## src/hdl/assert_macros.svh

```systemverilog
`ifndef ASSERT_MACROS_SVH
`define ASSERT_MACROS_SVH

// condition must never hold outside reset
`define ASSERT_NEVER(lbl, clk, rstn, cond) \
  lbl: assert property (@(posedge clk) disable iff (!rstn) !(cond)) \
    else $error("assertion failed");

// antecedent in one cycle implies consequent in the next
`define ASSERT_NEXT(lbl, clk, rstn, ante, cons) \
  lbl: assert property (@(posedge clk) disable iff (!rstn) (ante) |=> (cons)) \
    else $error("assertion failed");

`endif

```

## src/hdl/b64le_pkg.sv

```systemverilog
package b64le_pkg;

  localparam int unsigned QUEUE_DEPTH = 2;

  localparam logic [5:0] GPL_RESET = 6'd19;

  localparam logic [6:0] PAD_CHAR = 7'd61;
  localparam logic [6:0] CR_CHAR  = 7'd13;
  localparam logic [6:0] LF_CHAR  = 7'd10;

  typedef struct packed {
    logic [3:0][6:0] chars;
    logic            crlf;
    logic            last;
  } b64le_group_t;

  typedef struct packed {
    logic empty;
    logic full;
  } b64le_qstat_t;

  function automatic logic [6:0] b64_symbol(input logic [5:0] v);
    logic [6:0] w;
    w = {1'b0, v};
    if (v < 6'd26) begin
      return w + 7'd65;
    end else if (v < 6'd52) begin
      return w + 7'd71;
    end else if (v < 6'd62) begin
      return w - 7'd4;
    end else if (v == 6'd62) begin
      return 7'd43;
    end else begin
      return 7'd47;
    end
  endfunction

endpackage

```

## src/hdl/base64_line_encoder.sv

```systemverilog
// Streaming Base64 encoder with CR LF line breaks.
// Input channel: one message byte per transaction (data_byte_i), final_byte_i
// on the last byte of a message. Output channel: one ASCII character per
// transaction (out_char_o), last_char_o on the final character of a message.
// A transaction completes on a rising edge where valid is high and stall low.
// Throughput: one character per cycle on the output while a group is queued
// and out_stall_i is low; the output side sets the pace, so a three-byte group
// gives four characters, or six when a CR LF follows it.
// The edge that takes the byte closing a group writes the group into the queue;
// its characters then leave, after earlier groups, via the output register.
// A two-entry group queue parts the byte collector from the character
// serializer; in_stall_o rises only while that queue is full, so a stalled
// receiver backs up the queue and then the input, and no character is lost.
// groups_per_line (APB, address 0, reset 19) sets groups per line; write it
// only while idle. Reset clears held bytes, line position and the queue.
module base64_line_encoder
  import b64le_pkg::*;
#(
  parameter int unsigned QueueDepth = QUEUE_DEPTH
) (
  input  logic        clk_i,
  input  logic        rst_ni,
  input  logic        in_valid_i,
  output logic        in_stall_o,
  input  logic [7:0]  data_byte_i,
  input  logic        final_byte_i,
  output logic        out_valid_o,
  input  logic        out_stall_i,
  output logic [6:0]  out_char_o,
  output logic        last_char_o,
  input  logic        psel,
  input  logic        penable,
  input  logic        pwrite,
  input  logic [1:0]  paddr,
  input  logic [31:0] pwdata,
  output logic [31:0] prdata,
  output logic        pready
);

  logic [5:0]   gpl_q;
  logic         accept;
  logic         push, pop;
  b64le_group_t group_in, head;
  b64le_qstat_t qstat;

  assign pready     = 1'b1;
  assign prdata     = (paddr == 2'd0) ? {26'd0, gpl_q} : 32'd0;
  assign in_stall_o = qstat.full;
  assign accept     = in_valid_i && !in_stall_o;

  always_ff @(posedge clk_i or negedge rst_ni) begin
    if (!rst_ni) begin
      gpl_q <= GPL_RESET;
    end else if (psel && penable && pwrite && pready && (paddr == 2'd0)) begin
      gpl_q <= pwdata[5:0];
    end
  end

  b64le_front u_front (
    .clk_i             (clk_i),
    .rst_ni            (rst_ni),
    .accept_i          (accept),
    .data_byte_i       (data_byte_i),
    .final_byte_i      (final_byte_i),
    .groups_per_line_i (gpl_q),
    .push_o            (push),
    .group_o           (group_in)
  );

  b64le_queue #(
    .Depth (QueueDepth)
  ) u_queue (
    .clk_i   (clk_i),
    .rst_ni  (rst_ni),
    .push_i  (push),
    .entry_i (group_in),
    .pop_i   (pop),
    .head_o  (head),
    .stat_o  (qstat)
  );

  b64le_back u_back (
    .clk_i       (clk_i),
    .rst_ni      (rst_ni),
    .head_i      (head),
    .stat_i      (qstat),
    .pop_o       (pop),
    .out_valid_o (out_valid_o),
    .out_stall_i (out_stall_i),
    .out_char_o  (out_char_o),
    .last_char_o (last_char_o)
  );

endmodule

```

## src/hdl/b64le_front.sv

```systemverilog
module b64le_front
  import b64le_pkg::*;
(
  input  logic         clk_i,
  input  logic         rst_ni,
  input  logic         accept_i,
  input  logic [7:0]   data_byte_i,
  input  logic         final_byte_i,
  input  logic [5:0]   groups_per_line_i,
  output logic         push_o,
  output b64le_group_t group_o
);

  logic [15:0] pend_q, pend_d;
  logic [1:0]  cnt_q, cnt_d;
  logic [5:0]  gil_q, gil_d;
  logic        group_done;
  logic [7:0]  b0, b1, b2;
  logic [5:0]  gil_inc;
  logic        crlf;

  assign group_done = final_byte_i || (cnt_q == 2'd2);
  assign push_o     = accept_i && group_done;

  always_comb begin
    b0 = (cnt_q == 2'd0) ? data_byte_i : pend_q[15:8];
    b1 = (cnt_q == 2'd0) ? 8'd0 : ((cnt_q == 2'd1) ? data_byte_i : pend_q[7:0]);
    b2 = (cnt_q == 2'd2) ? data_byte_i : 8'd0;
    gil_inc = gil_q + 6'd1;
    crlf = (gil_inc >= groups_per_line_i) || (gil_inc == 6'd0);
    group_o.chars[0] = b64_symbol(b0[7:2]);
    group_o.chars[1] = b64_symbol({b0[1:0], b1[7:4]});
    group_o.chars[2] = (cnt_q != 2'd0) ? b64_symbol({b1[3:0], b2[7:6]}) : PAD_CHAR;
    group_o.chars[3] = (cnt_q == 2'd2) ? b64_symbol(b2[5:0]) : PAD_CHAR;
    group_o.crlf = crlf;
    group_o.last = final_byte_i;
  end

  always_comb begin
    pend_d = pend_q;
    cnt_d  = cnt_q;
    gil_d  = gil_q;
    if (accept_i) begin
      if (group_done) begin
        cnt_d = 2'd0;
        gil_d = (crlf || final_byte_i) ? 6'd0 : gil_inc;
      end else begin
        if (cnt_q == 2'd0) begin
          pend_d = {data_byte_i, 8'd0};
        end else begin
          pend_d = {pend_q[15:8], data_byte_i};
        end
        cnt_d = cnt_q + 2'd1;
      end
    end
  end

  always_ff @(posedge clk_i or negedge rst_ni) begin
    if (!rst_ni) begin
      cnt_q <= 2'd0;
      gil_q <= 6'd0;
    end else begin
      cnt_q <= cnt_d;
      gil_q <= gil_d;
    end
  end

  always_ff @(posedge clk_i) begin
    pend_q <= pend_d;
  end

endmodule

```

## src/hdl/b64le_queue.sv

```systemverilog
module b64le_queue
  import b64le_pkg::*;
#(
  parameter int unsigned Depth = QUEUE_DEPTH
) (
  input  logic         clk_i,
  input  logic         rst_ni,
  input  logic         push_i,
  input  b64le_group_t entry_i,
  input  logic         pop_i,
  output b64le_group_t head_o,
  output b64le_qstat_t stat_o
);

  localparam int unsigned PtrW = (Depth > 1) ? $clog2(Depth) : 1;
  localparam int unsigned CntW = $clog2(Depth + 1);
  localparam logic [PtrW-1:0] PtrMax = PtrW'(Depth - 1);
  localparam logic [CntW-1:0] CntFull = CntW'(Depth);

  b64le_group_t entries_q [Depth];
  logic [PtrW-1:0] wr_ptr_q, wr_ptr_d, rd_ptr_q, rd_ptr_d;
  logic [CntW-1:0] count_q, count_d;

  assign head_o       = entries_q[rd_ptr_q];
  assign stat_o.empty = (count_q == '0);
  assign stat_o.full  = (count_q == CntFull);

  always_comb begin
    wr_ptr_d = wr_ptr_q;
    rd_ptr_d = rd_ptr_q;
    count_d  = count_q;
    if (push_i) begin
      wr_ptr_d = (wr_ptr_q == PtrMax) ? '0 : wr_ptr_q + PtrW'(1);
    end
    if (pop_i) begin
      rd_ptr_d = (rd_ptr_q == PtrMax) ? '0 : rd_ptr_q + PtrW'(1);
    end
    if (push_i && !pop_i) begin
      count_d = count_q + CntW'(1);
    end else if (pop_i && !push_i) begin
      count_d = count_q - CntW'(1);
    end
  end

  always_ff @(posedge clk_i or negedge rst_ni) begin
    if (!rst_ni) begin
      wr_ptr_q <= '0;
      rd_ptr_q <= '0;
      count_q  <= '0;
    end else begin
      wr_ptr_q <= wr_ptr_d;
      rd_ptr_q <= rd_ptr_d;
      count_q  <= count_d;
    end
  end

  always_ff @(posedge clk_i) begin
    if (push_i) begin
      entries_q[wr_ptr_q] <= entry_i;
    end
  end

`include "assert_macros.svh"

  `ASSERT_NEVER(a_push_full, clk_i, rst_ni, push_i && stat_o.full)
  `ASSERT_NEVER(a_pop_empty, clk_i, rst_ni, pop_i && stat_o.empty)
  `ASSERT_NEXT(a_count_up, clk_i, rst_ni, push_i && !pop_i, count_q == $past(count_q) + CntW'(1))

endmodule

```

## src/hdl/b64le_back.sv

```systemverilog
module b64le_back
  import b64le_pkg::*;
(
  input  logic         clk_i,
  input  logic         rst_ni,
  input  b64le_group_t head_i,
  input  b64le_qstat_t stat_i,
  output logic         pop_o,
  output logic         out_valid_o,
  input  logic         out_stall_i,
  output logic [6:0]   out_char_o,
  output logic         last_char_o
);

  logic [2:0] idx_q, idx_d;
  logic [2:0] idx_end;
  logic       out_valid_q, out_valid_d;
  logic [6:0] out_char_q, out_char_d;
  logic       last_q, last_d;
  logic       advance;
  logic [6:0] sel_char;

  assign advance = !out_valid_q || !out_stall_i;
  assign idx_end = head_i.crlf ? 3'd5 : 3'd3;
  assign pop_o   = advance && !stat_i.empty && (idx_q == idx_end);

  always_comb begin
    case (idx_q)
      3'd4:    sel_char = CR_CHAR;
      3'd5:    sel_char = LF_CHAR;
      default: sel_char = head_i.chars[idx_q[1:0]];
    endcase
  end

  always_comb begin
    idx_d       = idx_q;
    out_valid_d = out_valid_q;
    out_char_d  = out_char_q;
    last_d      = last_q;
    if (advance) begin
      out_valid_d = !stat_i.empty;
      if (!stat_i.empty) begin
        out_char_d = sel_char;
        last_d     = head_i.last && (idx_q == idx_end);
        idx_d      = (idx_q == idx_end) ? 3'd0 : idx_q + 3'd1;
      end
    end
  end

  always_ff @(posedge clk_i or negedge rst_ni) begin
    if (!rst_ni) begin
      idx_q       <= 3'd0;
      out_valid_q <= 1'b0;
    end else begin
      idx_q       <= idx_d;
      out_valid_q <= out_valid_d;
    end
  end

  always_ff @(posedge clk_i) begin
    out_char_q <= out_char_d;
    last_q     <= last_d;
  end

  assign out_valid_o = out_valid_q;
  assign out_char_o  = out_char_q;
  assign last_char_o = last_q;

endmodule

```

## config.mk

```make
export PLATFORM = sky130hd
export DESIGN_NAME = base64_line_encoder
export DESIGN_NICKNAME = d
export VERILOG_FILES = /design/src/hdl/b64le_pkg.sv /design/src/hdl/base64_line_encoder.sv /design/src/hdl/b64le_front.sv /design/src/hdl/b64le_queue.sv /design/src/hdl/b64le_back.sv
export VERILOG_INCLUDE_DIRS = /design/src /design/src/hdl
export SDC_FILE = /design/constraint.sdc
export NUM_CORES = 1
export LEC_CHECK = 0
export BUFFER_PORTS_ARGS = -buffer_cell sky130_fd_sc_hd__buf_2
export CAP_MARGIN = 30
export CELL_PAD_IN_SITES_DETAIL_PLACEMENT = 1
export CELL_PAD_IN_SITES_GLOBAL_PLACEMENT = 2
export CORE_MARGIN = 2
export CORE_UTILIZATION = 41
export DETAILED_ROUTE_END_ITERATION = 16
export HOLD_SLACK_MARGIN = 0.15
export PLACE_DENSITY_LB_ADDON = 0.1
export SLEW_MARGIN = 20
export SYNTH_ARGS = -nofsm -noshare
export SYNTH_HDL_FRONTEND = slang
export SYNTH_HIERARCHICAL = 1
export SYNTH_SLANG_ARGS = --single-unit
```

## constraint.sdc

```tcl
create_clock -name clk_i -period 9.55 [get_ports clk_i]
set_input_delay 1.91 -clock clk_i [delete_from_list [all_inputs] [get_ports clk_i]]
set_output_delay 1.91 -clock clk_i [all_outputs]
set_load 0.01 [all_outputs]
```

==> impl_results.md, run 1 <==
- Fin util: 45.2%
- Final Hold Vio Count: 0
- Total of max-cap violations: 0
- Htree depth: 3
- Fin Clk Skew: 9.19 ps
- DR vias/cell: 5.32
- Dominant cells by area after synthesis: edfxtp_1, dfrtp_1, ha_1
- Sequential share of the synthesized area: 46.3%
- Most numerous cell in the Yosys netlist: edfxtp_1
- Fin Hold WS: 494 ps
- Routed via count: 4530
- P_sw: 802 uW
- Flops & latches, synth: 106
- Prevailing post-synth register cell: edfxtp_1
- Final Cycle Share: 46.2%
- Crit path required time: 7640 ps
- GPL Wtd Cong: 0.808
- Clock power frac: 18.2%
- CP peak stage delay: 180 ps
- Post-CTS Resized: 0
- First-pass GRT wire length: 24.7 mm
- Core area: 15900 sq um
- Mapped Area: 6650 sq um
- Initial DRT Pass Iterations: 4
- Post-CTS Setup Inserts: 0
- Setup TNS: 0 ps
- Starting Density: 41.8%
- Worst Path Buf+Inv: 2
- CP Cell Sequence: buf_2 -> nor2_4 -> and2_2 -> buf_2
- Combinational power share: 45.4%
- PwrDens: 289 nW/um^2
- Antenna viol nets, final: 0
- Worst setup SP type: input port
- PortBufs: 39
- Critical Path Sink Type: output pin
- Die Ht: 131 um
- Die ar.: 17200 sq um
- Vias in the first global route: 4610
- Multi-input gate area: 3140 sq um
- Critical path class: in -> out
- Reg area: 3080 sq um
- Worst-path clk slew: 70 ps
- Leak pwr: 2.82 nW
- Sw Share: 38.6%
- Diode count: 0
- Max Root-Sink Buffers: 2
- Nets: 715
- Status: complete, no violations
- Worst VDD drop: 154 uV
- Post-Synthesis Cells: 604
- Cell Int Power: 1.27 mW
- DRC: 0
- Yosys cell types: 73
- Area added between synthesis and finish: 8.02%
- Largest net degree at the start of global routing: 51
- Initial drt markers: 250
- Initial antenna violation count: 0
- Hold buffer count at cts: 0
- CTS root buf: clkbuf_16
- Worst Hold Class: reg -> reg
- Synth warn: 6
- Cell row count: 46
- Clock Sinks: 106
- Relative slew slack: 45.1%
- Fin crit period: 4410 ps
- Drt wl/cell: 18.0 um
- Critical path fanouts, max: 7
- Fraction of registers with async set/reset: 20.8%
- Num CTS Buffers: 9
- Post-synth EDFFs: 84
- Slew Viols, Final: 0
- Avg Synthesized Cell Area: 11.0 sq um
- Share of the synthesized area in the top cell type: 38.0%
- Hpwl dp: 11.4 mm
- RSZ-0062 raised after global routing: no
- Slowest CP cell: nor2_4
- Arrival time at the worst endpoint: 2500 ps
- Clk_lat worst skew: 360 ps
- CTS tree: built
- Inst Count DP: 836
- Tightest Pin Transition: 820 ps
- Top cells by count, synth: edfxtp_1, nand2_1, inv_1, mux2_2, ha_1
- Non-filler cells, final: 852
- Overflow after GRT: 0
- Most common cell on crit path: buf_2
- Top-level I/O count: 93
- Max Fclk: 0.227 GHz
- Flop pwr share: 36.4%
- Fill cells: 1805
- Delay-heaviest family, CP: simple AND/OR/NAND/NOR gates
- Power Total: 2.08 mW
- Die Wd: 131 um
- Final wirelength: 15.4 mm
- Total track usage: 18.3%
- Layout cells sized above 1: 20.4%
- Setup violators final: 0
- Area leader, netlist: edfxtp_1
-- cells by family after synthesis --
family / share of synthesized area (%)
compound gates: 10.6
xor+xnor: 2.50
fa+ha+maj: 6.40
buf+inv: 7.94
flops: 46.3
mux: 12.4
other cells: 0.113
simple gates: 13.7
-- path summary, 6_finish.rpt --
path,startpoint,end,slack [ps],depth (start not counted)
max,paddr[1],prdata[0],5140,4
min,u_queue/count_q[1]$_DFFE_PN0P_,u_queue/count_q[1]$_DFFE_PN0P_,490,1
max reg2reg,u_front/cnt_q[0]$_DFFE_PN0P_,u_queue/entries_q[1][5]$_DFFE_PP_,5740,11
min reg2reg,u_queue/count_q[1]$_DFFE_PN0P_,u_queue/count_q[1]$_DFFE_PN0P_,490,1
max in group asynchronous,rst_ni,gpl_q[4]$_DFFE_PN1P_,7650,1
min in group asynchronous,rst_ni,u_back/idx_q[2]$_DFFE_PN0P_,1530,1
-- final cells by class --
class / instances / share of cell area, %
Clock inverter: 7 / 1.06
Timing Repair Buffer: 44 / 3.24
Sequential cell: 106 / 42.9
Multi-Input combinational cell: 428 / 43.7
Clock buffer: 9 / 3.14
Tap cell: 216 / 3.76
Inverter: 42 / 2.20
-- routing by layer --
metal  vias to the layer above  global-route usage [%]  wire [um]
met5                         -                       0          0
met4                         0                    4.53        174
met3                        13                    3.36        470
met2                        72                    30.2       7390
met1                      2272                    24.9       7320
li1                       2173                       -          -
-- flip-flops by register name (all words and copies together) (netlist names) --
name	cells
u_back/out_valid_o	1
u_front/pend_q	16
u_queue/wr_ptr_q	1
u_front/gil_q	6
u_back/idx_q	3
u_back/last_char_o	1
gpl_q	6
u_queue/rd_ptr_q	1
u_queue/count_q	2
u_queue/entries_q	60
u_front/cnt_q	2
u_back/out_char_o	7
-- power groups by stage --
stage          clock (mW)  combinational (mW)  sequential (mW)
2_1_floorplan           0               0.740            0.745
5_1_grt             0.406                1.05            0.774
4_1_cts             0.391               0.950            0.759
3_3_place_gp            0               0.915            0.760
3_5_place_dp            0               0.946            0.768
6_report            0.379               0.943            0.756
-- placed cells by master (no fill, tap or decap), types with 20 or more instances in the layout --
cell / netlist / final
ha_1: 34 / 33
o21ai_0: 20 / 20
a21oi_1: 24 / 24
nand2_1: 59 / 59
buf_2: 11 / 39
edfxtp_1: 84 / 84
mux2_2: 37 / 37
inv_1: 42 / 42
conb_1: 2 / 27
nor2_1: 28 / 28
mux2i_1: 21 / 21
-- through the flow --
| step | worst slack, ps | instance area (sq um) |
|---|---|---|
| 2_1_floorplan | 5200 | 6740 |
| 4_1_cts | 5130 | 7180 |
| 6_report | 5140 | 7180 |
| 3_3_place_gp | 4970 | 6880 |
| 5_1_grt | 4970 | 7180 |
| 3_5_place_dp | 4900 | 6880 |
No activity file was read; power rests on OpenSTA's default activity.
==> inputs of run 2 (changes only) <==
ABC_AREA = 1   (was not set)
CORE_UTILIZATION = 36   (was 41)
clock period = 4.28 ns   (was 9.55 ns; I/O delays follow)
==> impl_results.md, run 2 <==
- First-pass GRT wire length: 27.4 mm
- Yosys cell types: 46
- Hpwl dp: 12.8 mm
- Initial antenna violation count: 0
- Slew Viols, Final: 0
- Starting Density: 36.4%
- Arrival time at the worst endpoint: 2890 ps
- Diode count: 0
- Relative slew slack: 40.2%
- Die Wd: 144 um
- Dominant cells by area after synthesis: edfxtp_1, nand2_1, dfrtp_1
- Most numerous cell in the Yosys netlist: nand2_1
- Fin crit period: 2800 ps
- Routed via count: 5149
- Status: complete, no violations
- CTS root buf: clkbuf_16
- Vias in the first global route: 5225
- Final Cycle Share: 65.4%
- CTS tree: built
- Hold buffer count at cts: 0
- Worst VDD drop: 191 uV
- Flops & latches, synth: 106
- Prevailing post-synth register cell: edfxtp_1
- Die Ht: 144 um
- Sequential share of the synthesized area: 43.8%
- Final Hold Vio Count: 0
- Avg Synthesized Cell Area: 8.83 sq um
- Fill cells: 2341
- Worst Hold Class: in -> async
- Crit path required time: 4370 ps
- Critical path fanouts, max: 21
- GPL Wtd Cong: 0.827
- Post-CTS Resized: 0
- Max Fclk: 0.357 GHz
- RSZ-0062 raised after global routing: no
- Max Root-Sink Buffers: 2
- Initial DRT Pass Iterations: 4
- Antenna viol nets, final: 0
- Max reg flops: 60
- Layout cells sized above 1: 18.8%
- PortBufs: 39
- Fin worst setup slack: 1480 ps
- Largest net degree at the start of global routing: 32
- Critical Path Sink Type: flop
- Commonest non-fill, non-tap cell in the layout: nand2_1
- Post-Synthesis Cells: 795
- DRC: 0
- Post-CTS Setup Inserts: 0
- Worst setup SP type: flop
- Worst-path clk slew: 80 ps
- Setup TNS: 0 ps
- Area leader, netlist: edfxtp_1
- Tightest Pin Transition: 893 ps
- Slowest CP cell: inv_2
- CP Launch Point: u_front/cnt_q[0]$_DFFE_PN0P_
- CP Cell Sequence: inv_1 -> ha_1 -> inv_2 -> nand3_2 -> inv_1 -> ha_1 -> inv_1 -> nor2_1 -> nand3_1 -> a21oi_1 -> nand2_1 -> nand2_1 -> nand2_1
- Critical path class: reg -> reg
- Top cells by count, synth: nand2_1, inv_1, edfxtp_1, nor2_1, nand3_1
- Die ar.: 20600 sq um
- DR vias/cell: 4.67
- Clock Sinks: 106
- Fraction of registers with async set/reset: 20.8%
- Core area: 19300 sq um
- Area added between synthesis and finish: 8.40%
- Htree depth: 3
- Commonest non-fill, non-tap cells in the layout: nand2_1, inv_1, edfxtp_1
- PwrDens: 652 nW/um^2
- Synth warn: 6
- Fin Clk Skew: 14.1 ps
- Leak pwr: 3.45 nW
- Reg with most FFs: u_queue/entries_q
- Fin Hold WS: 478 ps
- R2r setup slk: 1480 ps
- Final wirelength: 16.7 mm
- Post-synth EDFFs: 84
- Nets: 916
- Mapped Area: 7020 sq um
- Clk_lat worst skew: 350 ps
- Worst Path Buf+Inv: 4
- Overflow after GRT: 0
- Total track usage: 17.0%
- Share of the synthesized area in the top cell type: 35.9%
- Cell Area, Placed: 7310 sq um
- Top-level I/O count: 93
- Design area: 7610 sq um
- Delay-heaviest family, CP: buffers and inverters
- Cell row count: 51
- Drt wl/cell: 15.1 um
- Fin util: 39.5%
- FF-to-FF Start: u_front/cnt_q[0]$_DFFE_PN0P_
- Num CTS Buffers: 9
- Setup violators final: 0
- Total of max-cap violations: 0
- Initial drt markers: 227
- CP peak stage delay: 450 ps
- DP Worst Slack: 1450 ps
-- run 2: cell types whose count changed after synthesis, moves of 17 or more --
cell     previous run  this run
nor2_1             28        65
mux2i_1            21         0
nand2_1            59       199
inv_1              42        95
nor2b_1            17         0
nand3_1            17        57
-- run 2: cells by family after synthesis --
family	share of synthesized area, %
and+or+nand+nor	26.1
buffers and inverters	11.5
DFF	43.8
AOI/OAI and AO/OA	5.22
adders and majority gates	6.06
muxes	4.81
xor gates and xnor gates	2.37
other	0.107
-- run 2: area by class of cell --
cell class	count	area [sq um]	share of cell area (%)
Tap cell	265	332	4.36
Multi-Input combinational cell	560	3230	42.5
Inverter	111	437	5.74
Timing Repair Buffer	44	233	3.06
Clock buffer	9	225	2.96
Sequential cell	106	3080	40.4
Clock inverter	7	75.1	0.987
-- run 2: stage by stage --
stage                     instances  power, mW
after floorplan                 820       3.63
after global placement         1086       4.08
after detailed placement       1086       4.18
after CTS                      1102       5.05
after global routing           1102       5.42
final                          1102       4.96
-- run 2: report_power, final --
group          leakage (nW)  internal, mW  switching, mW
combinational          2.27         0.814           1.59
sequential             1.03          1.55          0.162
clock                 0.147         0.459          0.393
-- run 2: path summary, 6_finish.rpt --
| kind | end | depth (start not counted) |
|---|---|---|
| max | u_queue/entries_q[1][18]$_DFFE_PP_ | 13 |
| min | u_back/out_valid_o$_DFFE_PN0N_ | 1 |
| max reg2reg | u_queue/entries_q[1][18]$_DFFE_PP_ | 13 |
| min reg2reg | gpl_q[1]$_DFFE_PN1P_ | 2 |
| max in group asynchronous | gpl_q[1]$_DFFE_PN1P_ | 1 |
| min in group clk_i | gpl_q[1]$_DFFE_PN1P_ | 2 |
-- run 2: routing by layer --
metal	GRT usage (%)	up-vias	wire length, um
li1	-	2603	-
met1	24.4	2478	8390
met2	27.3	61	7770
met3	2.70	7	408
met4	3.25	0	123
met5	0	-	0
